<file path="src/hw/rtl/pnf_pkg.sv">
// ----------------------------------------------------------------------------
// pnf_pkg
// shared constants, types and codes of the numeric text formatter
// ----------------------------------------------------------------------------
package pnf_pkg;

    localparam int MAX_WIDTH   = 32;
    localparam int MAX_DIGITS  = 32;
    localparam int RESULT_CAP  = 32;
    localparam int QUEUE_DEPTH = 4;

    localparam int WIDTH_W   = $clog2(MAX_WIDTH + 1);
    localparam int WACC_W    = $clog2(MAX_WIDTH * 10 + 10);
    localparam int DIG_W     = $clog2(MAX_DIGITS + 1);
    localparam int DIG_IDX_W = $clog2(MAX_DIGITS);
    localparam int CNT_W     = $clog2(MAX_DIGITS + MAX_WIDTH + 2);
    localparam int QPTR_W    = $clog2(QUEUE_DEPTH);
    localparam int QCNT_W    = $clog2(QUEUE_DEPTH + 1);

    localparam logic [31:0] SIGN_BIT      = 32'h8000_0000;
    localparam logic [31:0] RECIP10       = 32'hCCCC_CCCD;
    localparam logic [7:0]  HEX_LOWER_OFS = 8'h27;
    localparam logic [7:0]  HEX_UPPER_OFS = 8'h07;
    localparam logic [7:0]  CASE_FOLD     = 8'h20;

    localparam logic [7:0] CH_NUL     = 8'h00;
    localparam logic [7:0] CH_SPACE   = 8'h20;
    localparam logic [7:0] CH_PERCENT = 8'h25;
    localparam logic [7:0] CH_MINUS   = 8'h2D;
    localparam logic [7:0] CH_ZERO    = 8'h30;
    localparam logic [7:0] CH_NINE    = 8'h39;
    localparam logic [7:0] CH_UP_B    = 8'h42;
    localparam logic [7:0] CH_UP_C    = 8'h43;
    localparam logic [7:0] CH_UP_D    = 8'h44;
    localparam logic [7:0] CH_UP_L    = 8'h4C;
    localparam logic [7:0] CH_UP_O    = 8'h4F;
    localparam logic [7:0] CH_UP_U    = 8'h55;
    localparam logic [7:0] CH_UP_X    = 8'h58;
    localparam logic [7:0] CH_LO_A    = 8'h61;
    localparam logic [7:0] CH_LO_L    = 8'h6C;
    localparam logic [7:0] CH_LO_X    = 8'h78;

    typedef enum logic [2:0] {
        PH_IDLE,
        PH_START,
        PH_WIDTH,
        PH_TYPE,
        PH_WAIT
    } t_phase;

    typedef enum logic [2:0] {
        K_NONE,
        K_CHAR,
        K_BIN,
        K_OCT,
        K_SDEC,
        K_UDEC,
        K_HEX
    } t_kind;

    typedef enum logic [2:0] {
        BK_IDLE,
        BK_CHAR,
        BK_GEN,
        BK_DIVQ,
        BK_DIVR,
        BK_SIZE,
        BK_EMIT
    } t_bk_state;

    // one unit of work for the back end; a plain character is a char job
    typedef struct packed {
        t_kind              kind;
        logic               zero_pad;
        logic               left_justify;
        logic [WIDTH_W-1:0] width;
        logic               hex_lower;
        logic [31:0]        arg;
    } t_job;

    typedef struct packed {
        logic full;
        logic empty;
    } t_q_stat;

endpackage

</file>
<file path="src/hw/rtl/printf_numeric_formatter.sv">
// ----------------------------------------------------------------------------
// printf_numeric_formatter
// printf-style integer formatter: format characters and argument words in,
// text characters out
// ----------------------------------------------------------------------------
// The parser takes one input word per cycle while its four-entry job queue
// has room; words that produce no text only update the parse state. Each
// queued job is then fetched by the conversion engine in its idle state; a
// plain character or %c then goes straight to output. A b, o or x conversion
// generates one digit per step, a d or u conversion takes two steps per
// digit (reciprocal multiply, then remainder); a sizing step follows, then
// the emit state outputs each character, padding and sign included, as the
// output register frees. The single output register is refilled in the
// cycle it is taken, and the last character of each input word carries
// tlast.
module printf_numeric_formatter (
    input  logic        i_clk,
    input  logic        i_rst_n,
    input  logic        i_s_tvalid,
    output logic        o_s_tready,
    input  logic [39:0] i_s_tdata,  // fmt_char[7:0], arg_value[39:8]
    input  logic        i_s_tuser,  // cmd
    output logic        o_m_tvalid,
    input  logic        i_m_tready,
    output logic [7:0]  o_m_tdata,  // out_char[7:0]
    output logic        o_m_tlast
);
    import pnf_pkg::*;

    t_job    front_job;
    t_job    queue_job;
    t_q_stat qstat;
    logic    push;
    logic    pop;

    pnf_front u_front (
        .i_clk      (i_clk),
        .i_rst_n    (i_rst_n),
        .i_valid    (i_s_tvalid),
        .o_ready    (o_s_tready),
        .i_cmd      (i_s_tuser),
        .i_fmt_char (i_s_tdata[7:0]),
        .i_arg      (i_s_tdata[39:8]),
        .i_qstat    (qstat),
        .o_push     (push),
        .o_job      (front_job)
    );

    pnf_queue u_queue (
        .i_clk   (i_clk),
        .i_rst_n (i_rst_n),
        .i_push  (push),
        .i_job   (front_job),
        .i_pop   (pop),
        .o_job   (queue_job),
        .o_stat  (qstat)
    );

    pnf_back u_back (
        .i_clk   (i_clk),
        .i_rst_n (i_rst_n),
        .i_qstat (qstat),
        .i_job   (queue_job),
        .o_pop   (pop),
        .o_valid (o_m_tvalid),
        .i_ready (i_m_tready),
        .o_char  (o_m_tdata),
        .o_last  (o_m_tlast)
    );

endmodule

</file>
<file path="src/hw/rtl/pnf_front.sv">
// ----------------------------------------------------------------------------
// pnf_front
// format parser: accepts words, tracks the field state, queues jobs
// ----------------------------------------------------------------------------
module pnf_front (
    input  logic           i_clk,
    input  logic           i_rst_n,
    input  logic           i_valid,
    output logic           o_ready,
    input  logic           i_cmd,
    input  logic [7:0]     i_fmt_char,
    input  logic [31:0]    i_arg,
    input  pnf_pkg::t_q_stat i_qstat,
    output logic           o_push,
    output pnf_pkg::t_job  o_job
);
    import pnf_pkg::*;

    t_phase             r_phase, n_phase;
    t_kind              r_kind, n_kind;
    logic               r_zp, n_zp;
    logic               r_lj, n_lj;
    logic [WIDTH_W-1:0] r_width, n_width;
    logic               r_hexlo, n_hexlo;

    logic               accept;
    logic               do_type;
    logic [7:0]         folded;
    t_kind              type_kind;
    logic [WACC_W-1:0]  w_acc;
    t_phase             ph;

    assign o_ready = !i_qstat.full;
    assign accept  = i_valid && o_ready;

    always_comb begin
        folded = (i_fmt_char >= CH_LO_A) ? (i_fmt_char - CASE_FOLD) : i_fmt_char;
        unique case (folded)
            CH_UP_C: type_kind = K_CHAR;
            CH_UP_B: type_kind = K_BIN;
            CH_UP_O: type_kind = K_OCT;
            CH_UP_D: type_kind = K_SDEC;
            CH_UP_U: type_kind = K_UDEC;
            CH_UP_X: type_kind = K_HEX;
            default: type_kind = K_NONE;
        endcase
    end

    always_comb begin
        n_phase = r_phase;
        n_kind  = r_kind;
        n_zp    = r_zp;
        n_lj    = r_lj;
        n_width = r_width;
        n_hexlo = r_hexlo;
        o_push  = 1'b0;
        do_type = 1'b0;
        ph      = r_phase;
        o_job   = '{kind: r_kind, zero_pad: r_zp, left_justify: r_lj, width: r_width,
                    hex_lower: r_hexlo, arg: i_arg};
        w_acc   = (WACC_W'(r_width) << 3) + (WACC_W'(r_width) << 1)
                + WACC_W'(i_fmt_char[3:0]);
        if (accept) begin
            if (i_cmd) begin
                if (r_phase == PH_WAIT) begin
                    o_push  = 1'b1;
                    n_phase = PH_IDLE;
                    n_kind  = K_NONE;
                    n_zp    = 1'b0;
                    n_lj    = 1'b0;
                    n_width = '0;
                    n_hexlo = 1'b0;
                end
            end else begin
                // a character while awaiting an argument drops the conversion
                if (r_phase == PH_WAIT) begin
                    ph      = PH_IDLE;
                    n_phase = PH_IDLE;
                    n_kind  = K_NONE;
                    n_zp    = 1'b0;
                    n_lj    = 1'b0;
                    n_width = '0;
                    n_hexlo = 1'b0;
                    w_acc   = WACC_W'(i_fmt_char[3:0]);
                end
                if (i_fmt_char == CH_NUL) begin
                    n_phase = PH_IDLE;
                    n_kind  = K_NONE;
                    n_zp    = 1'b0;
                    n_lj    = 1'b0;
                    n_width = '0;
                    n_hexlo = 1'b0;
                end else begin
                    unique case (ph)
                        PH_IDLE: begin
                            if (i_fmt_char != CH_PERCENT) begin
                                o_push = 1'b1;
                            end else begin
                                n_phase = PH_START;
                                n_kind  = K_NONE;
                                n_zp    = 1'b0;
                                n_lj    = 1'b0;
                                n_width = '0;
                                n_hexlo = 1'b0;
                            end
                        end
                        PH_START, PH_WIDTH: begin
                            if (ph == PH_START && i_fmt_char == CH_ZERO) begin
                                n_zp    = 1'b1;
                                n_phase = PH_WIDTH;
                            end else if (ph == PH_START && i_fmt_char == CH_MINUS) begin
                                n_lj    = 1'b1;
                                n_phase = PH_WIDTH;
                            end else if (i_fmt_char >= CH_ZERO && i_fmt_char <= CH_NINE) begin
                                n_width = (w_acc > WACC_W'(MAX_WIDTH)) ? WIDTH_W'(MAX_WIDTH)
                                                                       : w_acc[WIDTH_W-1:0];
                                n_phase = PH_WIDTH;
                            end else if (i_fmt_char == CH_LO_L || i_fmt_char == CH_UP_L) begin
                                n_phase = PH_TYPE;
                            end else begin
                                do_type = 1'b1;
                            end
                        end
                        PH_TYPE: begin
                            do_type = 1'b1;
                        end
                        default: begin
                            n_phase = PH_IDLE;
                            n_kind  = K_NONE;
                            n_zp    = 1'b0;
                            n_lj    = 1'b0;
                            n_width = '0;
                            n_hexlo = 1'b0;
                        end
                    endcase
                    if (do_type) begin
                        if (type_kind == K_NONE) begin
                            o_push  = 1'b1;
                            n_phase = PH_IDLE;
                            n_kind  = K_NONE;
                            n_zp    = 1'b0;
                            n_lj    = 1'b0;
                            n_width = '0;
                            n_hexlo = 1'b0;
                        end else begin
                            n_kind  = type_kind;
                            n_hexlo = (i_fmt_char == CH_LO_X);
                            n_phase = PH_WAIT;
                        end
                    end
                end
                if (o_push) begin
                    o_job = '{kind: K_CHAR, zero_pad: 1'b0, left_justify: 1'b0,
                              width: '0, hex_lower: 1'b0, arg: {24'd0, i_fmt_char}};
                end
            end
        end
    end

    always_ff @(posedge i_clk) begin
        if (!i_rst_n) begin
            r_phase <= PH_IDLE;
            r_kind  <= K_NONE;
            r_zp    <= 1'b0;
            r_lj    <= 1'b0;
            r_width <= '0;
            r_hexlo <= 1'b0;
        end else begin
            r_phase <= n_phase;
            r_kind  <= n_kind;
            r_zp    <= n_zp;
            r_lj    <= n_lj;
            r_width <= n_width;
            r_hexlo <= n_hexlo;
        end
    end

endmodule

</file>
<file path="src/hw/rtl/pnf_queue.sv">
// ----------------------------------------------------------------------------
// pnf_queue
// short job queue between the parser and the conversion engine
// ----------------------------------------------------------------------------
module pnf_queue (
    input  logic              i_clk,
    input  logic              i_rst_n,
    input  logic              i_push,
    input  pnf_pkg::t_job     i_job,
    input  logic              i_pop,
    output pnf_pkg::t_job     o_job,
    output pnf_pkg::t_q_stat  o_stat
);
    import pnf_pkg::*;

    t_job              r_mem [QUEUE_DEPTH];
    logic [QPTR_W-1:0] r_wptr;
    logic [QPTR_W-1:0] r_rptr;
    logic [QCNT_W-1:0] r_count;

    assign o_stat.full  = (r_count == QCNT_W'(QUEUE_DEPTH));
    assign o_stat.empty = (r_count == '0);
    assign o_job        = r_mem[r_rptr];

    always_ff @(posedge i_clk) begin
        if (i_push) begin
            r_mem[r_wptr] <= i_job;
        end
    end

    always_ff @(posedge i_clk) begin
        if (!i_rst_n) begin
            r_wptr  <= '0;
            r_rptr  <= '0;
            r_count <= '0;
        end else begin
            if (i_push) begin
                r_wptr <= r_wptr + QPTR_W'(1);
            end
            if (i_pop) begin
                r_rptr <= r_rptr + QPTR_W'(1);
            end
            if (i_push && !i_pop) begin
                r_count <= r_count + QCNT_W'(1);
            end else if (i_pop && !i_push) begin
                r_count <= r_count - QCNT_W'(1);
            end
        end
    end

`ifndef SYNTHESIS
    a_no_push_full: assert property (@(posedge i_clk) disable iff (!i_rst_n)
        o_stat.full |-> !i_push)
        else $error("job pushed into full queue");
    a_no_pop_empty: assert property (@(posedge i_clk) disable iff (!i_rst_n)
        o_stat.empty |-> !i_pop)
        else $error("job popped from empty queue");
`endif

endmodule

</file>
<file path="src/hw/rtl/pnf_back.sv">
// ----------------------------------------------------------------------------
// pnf_back
// conversion engine: digit generation, sizing and character output
// ----------------------------------------------------------------------------
module pnf_back (
    input  logic              i_clk,
    input  logic              i_rst_n,
    input  pnf_pkg::t_q_stat  i_qstat,
    input  pnf_pkg::t_job     i_job,
    output logic              o_pop,
    output logic              o_valid,
    input  logic              i_ready,
    output logic [7:0]        o_char,
    output logic              o_last
);
    import pnf_pkg::*;

    t_bk_state          r_state, n_state;
    t_kind              r_kind, n_kind;
    logic               r_zp, n_zp;
    logic               r_lj, n_lj;
    logic [WIDTH_W-1:0] r_width, n_width;
    logic               r_hexlo, n_hexlo;
    logic               r_neg, n_neg;
    logic [31:0]        r_v, n_v;
    logic [28:0]        r_q, n_q;
    logic [DIG_W-1:0]   r_ndig, n_ndig;
    logic [CNT_W-1:0]   r_pad, n_pad;
    logic [CNT_W-1:0]   r_body, n_body;
    logic [CNT_W-1:0]   r_total, n_total;
    logic [CNT_W-1:0]   r_cnt, n_cnt;
    logic [3:0]         r_dig [MAX_DIGITS];

    logic               r_ovalid;
    logic [7:0]         r_ochar;
    logic               r_olast;

    logic               out_free;
    logic               emit;
    logic [7:0]         emit_char;
    logic               emit_last;
    logic               dig_we;
    logic [3:0]         dig_wd;
    logic [63:0]        prod;
    logic [31:0]        rem;
    logic [31:0]        v_shift;
    logic [3:0]         gen_dig;
    logic               neg_in;
    logic [CNT_W-1:0]   body_c;
    logic [CNT_W-1:0]   sum_c;
    logic [CNT_W-1:0]   m;
    logic               in_body;
    logic [3:0]         dsel;
    logic [7:0]         dchar;

    assign out_free = !r_ovalid || i_ready;
    assign prod     = {32'd0, r_v} * {32'd0, RECIP10};
    assign rem      = r_v - ({r_q, 3'b000} + {2'b00, r_q, 1'b0});

    // digit index counts down from the most significant digit
    always_comb begin
        m       = r_lj ? r_cnt : (r_cnt - r_pad);
        in_body = r_lj ? (r_cnt < r_body) : (r_cnt >= r_pad);
        dsel    = r_dig[DIG_IDX_W'(r_body - CNT_W'(1) - m)];
        dchar   = CH_ZERO + {4'd0, dsel};
        if (dsel > 4'd9) begin
            dchar = dchar + (r_hexlo ? HEX_LOWER_OFS : HEX_UPPER_OFS);
        end
    end

    always_comb begin
        unique case (r_kind)
            K_BIN:   begin gen_dig = {3'd0, r_v[0]};   v_shift = r_v >> 1; end
            K_OCT:   begin gen_dig = {1'b0, r_v[2:0]}; v_shift = r_v >> 3; end
            default: begin gen_dig = r_v[3:0];         v_shift = r_v >> 4; end
        endcase
    end

    assign neg_in = (i_job.kind == K_SDEC) && ((i_job.arg & SIGN_BIT) != 32'd0);
    assign body_c = CNT_W'(r_ndig) + CNT_W'(r_neg);
    assign sum_c  = (CNT_W'(r_width) > body_c) ? CNT_W'(r_width) : body_c;

    always_comb begin
        n_state   = r_state;
        n_kind    = r_kind;
        n_zp      = r_zp;
        n_lj      = r_lj;
        n_width   = r_width;
        n_hexlo   = r_hexlo;
        n_neg     = r_neg;
        n_v       = r_v;
        n_q       = r_q;
        n_ndig    = r_ndig;
        n_pad     = r_pad;
        n_body    = r_body;
        n_total   = r_total;
        n_cnt     = r_cnt;
        o_pop     = 1'b0;
        emit      = 1'b0;
        emit_char = r_v[7:0];
        emit_last = 1'b0;
        dig_we    = 1'b0;
        dig_wd    = gen_dig;
        unique case (r_state)
            BK_IDLE: begin
                if (!i_qstat.empty) begin
                    o_pop   = 1'b1;
                    n_kind  = i_job.kind;
                    n_zp    = i_job.zero_pad;
                    n_lj    = i_job.left_justify;
                    n_width = i_job.width;
                    n_hexlo = i_job.hex_lower;
                    n_neg   = neg_in;
                    n_v     = neg_in ? (32'd0 - i_job.arg) : i_job.arg;
                    n_ndig  = '0;
                    if (i_job.kind == K_CHAR) begin
                        n_state = BK_CHAR;
                    end else if (i_job.kind == K_BIN || i_job.kind == K_OCT
                                 || i_job.kind == K_HEX) begin
                        n_state = BK_GEN;
                    end else begin
                        n_state = BK_DIVQ;
                    end
                end
            end
            BK_CHAR: begin
                if (out_free) begin
                    emit      = 1'b1;
                    emit_last = 1'b1;
                    n_state   = BK_IDLE;
                end
            end
            BK_GEN: begin
                dig_we = 1'b1;
                n_ndig = r_ndig + DIG_W'(1);
                n_v    = v_shift;
                if (v_shift == 32'd0 || n_ndig == DIG_W'(MAX_DIGITS)) begin
                    n_state = BK_SIZE;
                end
            end
            BK_DIVQ: begin
                n_q     = prod[63:35];
                n_state = BK_DIVR;
            end
            BK_DIVR: begin
                dig_we  = 1'b1;
                dig_wd  = rem[3:0];
                n_ndig  = r_ndig + DIG_W'(1);
                n_v     = {3'd0, r_q};
                if (r_q == 29'd0 || n_ndig == DIG_W'(MAX_DIGITS)) begin
                    n_state = BK_SIZE;
                end else begin
                    n_state = BK_DIVQ;
                end
            end
            BK_SIZE: begin
                n_body  = body_c;
                n_pad   = sum_c - body_c;
                n_total = (sum_c > CNT_W'(RESULT_CAP)) ? CNT_W'(RESULT_CAP) : sum_c;
                n_cnt   = '0;
                n_state = BK_EMIT;
            end
            BK_EMIT: begin
                if (out_free) begin
                    emit = 1'b1;
                    if (!in_body) begin
                        emit_char = (r_lj || !r_zp) ? CH_SPACE : CH_ZERO;
                    end else if (r_neg && m == '0) begin
                        emit_char = CH_MINUS;
                    end else begin
                        emit_char = dchar;
                    end
                    emit_last = (r_cnt + CNT_W'(1) == r_total);
                    n_cnt     = r_cnt + CNT_W'(1);
                    if (emit_last) begin
                        n_state = BK_IDLE;
                    end
                end
            end
            default: begin
                n_state = BK_IDLE;
            end
        endcase
    end

    always_ff @(posedge i_clk) begin
        if (dig_we) begin
            r_dig[r_ndig[DIG_IDX_W-1:0]] <= dig_wd;
        end
    end

    always_ff @(posedge i_clk) begin
        r_kind  <= n_kind;
        r_zp    <= n_zp;
        r_lj    <= n_lj;
        r_width <= n_width;
        r_hexlo <= n_hexlo;
        r_neg   <= n_neg;
        r_v     <= n_v;
        r_q     <= n_q;
        r_ndig  <= n_ndig;
        r_pad   <= n_pad;
        r_body  <= n_body;
        r_total <= n_total;
        r_cnt   <= n_cnt;
        if (emit) begin
            r_ochar <= emit_char;
            r_olast <= emit_last;
        end
    end

    always_ff @(posedge i_clk) begin
        if (!i_rst_n) begin
            r_state  <= BK_IDLE;
            r_ovalid <= 1'b0;
        end else begin
            r_state <= n_state;
            if (emit) begin
                r_ovalid <= 1'b1;
            end else if (i_ready) begin
                r_ovalid <= 1'b0;
            end
        end
    end

    assign o_valid = r_ovalid;
    assign o_char  = r_ochar;
    assign o_last  = r_olast;

`ifndef SYNTHESIS
    a_digits_in_range: assert property (@(posedge i_clk) disable iff (!i_rst_n)
        (r_state == BK_SIZE) |-> (r_ndig != '0) && (r_ndig <= DIG_W'(MAX_DIGITS)))
        else $error("digit count out of range");
    a_emit_count: assert property (@(posedge i_clk) disable iff (!i_rst_n)
        (r_state == BK_EMIT) |-> (r_total != '0) && (r_cnt < r_total))
        else $error("output count beyond field total");
    a_decimal_digit: assert property (@(posedge i_clk) disable iff (!i_rst_n)
        (r_state == BK_DIVR) |-> (rem < 32'd10))
        else $error("decimal remainder out of range");
`endif

endmodule
</file>
<file path="config.mk">
export PLATFORM = sky130hd
export DESIGN_NAME = printf_numeric_formatter
export DESIGN_NICKNAME = d
export VERILOG_FILES = /design/src/hw/rtl/pnf_pkg.sv /design/src/hw/rtl/printf_numeric_formatter.sv /design/src/hw/rtl/pnf_front.sv /design/src/hw/rtl/pnf_queue.sv /design/src/hw/rtl/pnf_back.sv
export SDC_FILE = /design/constraint.sdc
export NUM_CORES = 2
export LEC_CHECK = 0
export BUFFER_PORTS_ARGS = -buffer_cell sky130_fd_sc_hd__buf_2
export CAP_MARGIN = 5
export CORE_MARGIN = 2
export CORE_UTILIZATION = 31
export DETAILED_ROUTE_END_ITERATION = 7
export MAX_ROUTING_LAYER = met4
export PLACE_DENSITY = 0.46
export SLEW_MARGIN = 20
export SYNTH_ARGS = -nofsm -noshare
export SYNTH_HDL_FRONTEND = slang
export SYNTH_HIERARCHICAL = 1
export SYNTH_SLANG_ARGS = --single-unit
</file>
<file path="constraint.sdc">
create_clock -name i_clk -period 9 [get_ports i_clk]
set_input_delay 0.45 -clock i_clk [delete_from_list [all_inputs] [get_ports i_clk]]
set_output_delay 0.45 -clock i_clk [all_outputs]
set_load 0.01 [all_outputs]
</file>
==> key figures <==
Worst setup path
  • CP cell instances: ha_1, inv_1, fa_1, inv_1, fa_1, inv_1, fa_1, inv_1, fa_1, fa_1, inv_1, fa_1, inv_1, ha_1, ha_1, a21oi_1, nor2b_1, o21ai_0, nand2b_1, o21ai_0, a21oi_2, o41ai_4, nor4b_1, nor4_1
  • Reg-to-reg startpoint: u_back/r_v[27]
  • Crit path max fanout: 7
  • Crit-path leading delay family: adder cells
  • Slowest CP cell: o21ai_0
  • Crit path DAT: between 8000 and 9000 ps
  • FF-to-FF End: u_back/r_q[22]
  • Crit path from: u_back/r_v[27]
  • Worst R2R Path Depth: 24
  • Worst reg-to-reg setup slack: approximately 390 ps
  • Crit path largest cell delay: between 900 and 1000 ps
  • Crit path buffers/inverters: 6
  • CP required: about 9400 ps
  • Critical setup path kind: flip-flop to flip-flop
  • Critical Path Start Type: flip-flop
  • CP Capture Type: flip-flop
  • Levels on crit path: 24

Timing
  • Fmax: 0.116 GHz
  • Max-Slew Margin vs Limit: 24.2%
  • Part of the cycle the worst path needs: between 90% and 100%
  • RSZ-0062 raised after global routing: no
  • Max Clock Skew: between 40 and 50 ps
  • Worst hold margin: around 180 ps
  • TNS Setup: 0 ps
  • Fin. max-slew vios: 0
  • Fin crit period: between 8000 and 9000 ps
  • Final Setup Violations: 0
  • Final hold viol count: 0
  • Slew @ Worst Pin: between 1000 and 1500 ps

Synth
  • Number of flops mapped to enable cells by yosys: approximately 420
  • Most used DFF post-synth: edfxtp_1
  • Post-synthesis mux area share: approximately 6.5%
  • Simple-gate share of the synthesized area: under 10%
  • Synth top area cells: edfxtp_1 33%, fa_1 20%, ha_1 13%, inv_1 6.4%, mux4_2 4.7%
  • Yosys top cell by area: edfxtp_1
  • Top cell type's share of synthesized area: between 30% and 40%
  • Post-Syn Nets: just over 4,000
  • Syn Inst Count: around 3,200
  • YS warnings: 6
  • Yosys reg bits: 449
  • Post-synthesis adder-cell area fraction: between 30% and 40%
  • Netlist cell types: 100
  • Seq/Total Area, Yosys: 34.4%
  • Largest family of logic cells by synthesized area: adder cells
  • Async SR Flop Fraction: 0%
  • Syn Area/Cell: 11.8 um^2
  • Mapped Area: 38,400 um^2
  • Xor/xnor share of the synthesized area: 3.51%
  • Compound-Gate Fraction of Synth Area: 7.38%

Final layout
  • # fillers: approximately 12,000
  • Most common cell after layout, fill and taps aside: inv_1
  • Register area: 13,200 um^2
  • Multi-input logic area: between 20,000 and 25,000 um^2
  • Most frequent cells in the layout: 659 x inv_1, 421 x edfxtp_1, 403 x ha_1, 392 x fa_1, 128 x nor2_1
  • # diodes: 0
  • Share of cells above drive strength 1: a little under a tenth
  • Nets: 4,153
  • Area Overhead vs Synth: 10.2%

Global routing
  • Antenna violations before repair: 2
  • First-pass GRT wire length: 163,000 um
  • Grt total ovfl: 0
  • Largest net degree at the start of global routing: 62
  • Overall Global Routing Usage: about 18%
  • Number of global-route vias before repair: roughly 25,000

Clocking
  • CTS buffer count: 50
  • CTS tree: yes
  • Deepest clock path buffer count: 3
  • Hold-fix buffer count after cts: 0
  • Maximum level of the CTS H-tree: 2
  • Worst skew pair latency: around 620 ps
  • CTS Sinks: 449
  • Clk slew on worst S/H paths: roughly 60 ps
  • Gates resized, CTS repair: 0
  • Setup bufs post-CTS: 0
  • Clock root buffer master: clkbuf_16

Placed design
  • GP Congestion: around 0.97
  • IO buf count: 55
  • Post-DP HPWL: slightly below 90,000 um

Routing
  • 1st-iter DRT viols: 1,626
  • First-pass DRT Iterations: 5
  • Routed WL per cell: roughly 22 um
  • DR vias: about 24,000
  • Number of vias per cell: between 4 and 5
  • Antenna-violating nets left: 0
  • WL final: around 110,000 um
  • DRC viols: 0

Floorplan
  • Initial Util: between 30% and 40%
  • Die Height: 356 um
  • DIE AREA: ~130,000 um^2
  • Ports: 56
  • Rows: approximately 130
  • Core Area: 123,000 um^2
  • Die width: around 360 um

Run status
  • Outcome: completed

Hold path
  • WHS Path Cells: 2
  • Hold endpoint: u_queue/r_mem[2][28]
  • HP Class: primary input to flip-flop
  • Hold path start: i_s_tdata[36]

Flow run
  • Max-cap violations: 0
==> worst max-delay path by stage <==
stage | endpoint
after floorplan | u_back/r_q[25]
after global placement | u_back/r_q[22]
after detailed placement | u_back/r_q[25]
after CTS | u_back/r_q[25]
after global routing | u_back/r_q[22]
final | u_back/r_q[22]
==> Yosys cell counts (9+ instances only) <==
| cell type | instances |
|---|---|
| edfxtp_1 | 421 |
| o31ai_1 | 12 |
| ha_1 | 404 |
| mux4_2 | 80 |
| nand3_1 | 36 |
| dfxtp_1 | 28 |
| a31oi_1 | 9 |
| a22oi_1 | 21 |
| or3_1 | 10 |
| nor4_1 | 21 |
| nand4_1 | 23 |
| fa_1 | 392 |
| inv_1 | 659 |
| o211ai_1 | 11 |
| nor2_1 | 129 |
| clkbuf_1 | 61 |
| nand2b_1 | 18 |
| and3_1 | 11 |
| and2_1 | 57 |
| buf_2 | 15 |
| mux2i_1 | 42 |
| a21o_1 | 61 |
| o21ai_0 | 115 |
| xor2_1 | 78 |
| a21oi_1 | 115 |
| xnor2_1 | 69 |
| nand2_1 | 122 |
| nor3_1 | 20 |
| nor2b_1 | 18 |
==> layer usage <==
| metal | GRT usage [%] | wire length, um | vias to the layer above | part of all wire [%] |
|---|---|---|---|---|
| met5 | - | 0 | - | 0 |
| met4 | 4.88 | 3140 | 0 | 2.9 |
| met3 | 2.92 | 5160 | 137 | 4.8 |
| met2 | 27.5 | 49800 | 493 | 46 |
| met1 | 24.0 | 49700 | 11951 | 46 |
| li1 | - | - | 11208 | - |
==> cell families (layout without fill, tap and decap cells) <==
kind of cell / Yosys count / after routing
mux: 140 / 140
compound gates: 438 / 438
buf+inv: 749 / 857
other cells: 1 / 1
flops: 449 / 449
fa+ha+maj: 796 / 796
simple gates: 522 / 522
xor+xnor: 150 / 150
==> sequential cells by signal, summed over array words and instances (netlist names), 6 cells and up, named ones only <==
register         cells
u_queue/r_mem      176
u_back/r_width       6
u_back/r_total       7
u_back/r_cnt         7
u_back/r_pad         7
u_back/r_body        7
u_back/r_dig       128
u_back/r_ndig        6
u_back/o_char        8
u_back/r_q          29
u_back/r_v          32
u_front/r_width      6
==> through the flow <==
step | area (um^2) | std cells | setup WS, ps | utilization, %
final | 42300 | 4990 | 385 | 34.3
after global routing | 42300 | 4990 | 65.9 | 34.3
after CTS | 42300 | 4990 | 591 | 34.3
after detailed placement | 40700 | 4897 | 605 | 33.0
after global placement | 40700 | 4897 | 667 | 33.0
after floorplan | 38400 | 3245 | 1860 | -
==> cell type report <==
cell class / count / area share [%]
Clock buffer: 62 / 3.14
Clock inverter: 31 / 0.695
Inverter: 659 / 5.84
Multi-Input combinational cell: 2047 / 52.7
Sequential cell: 449 / 31.2
Tap cell: 1637 / 4.84
Timing Repair Buffer: 105 / 1.54
Power is left out: the tool's default activity adds up to more than one toggle a clock period on the data nets, which glitch-free logic cannot reach.
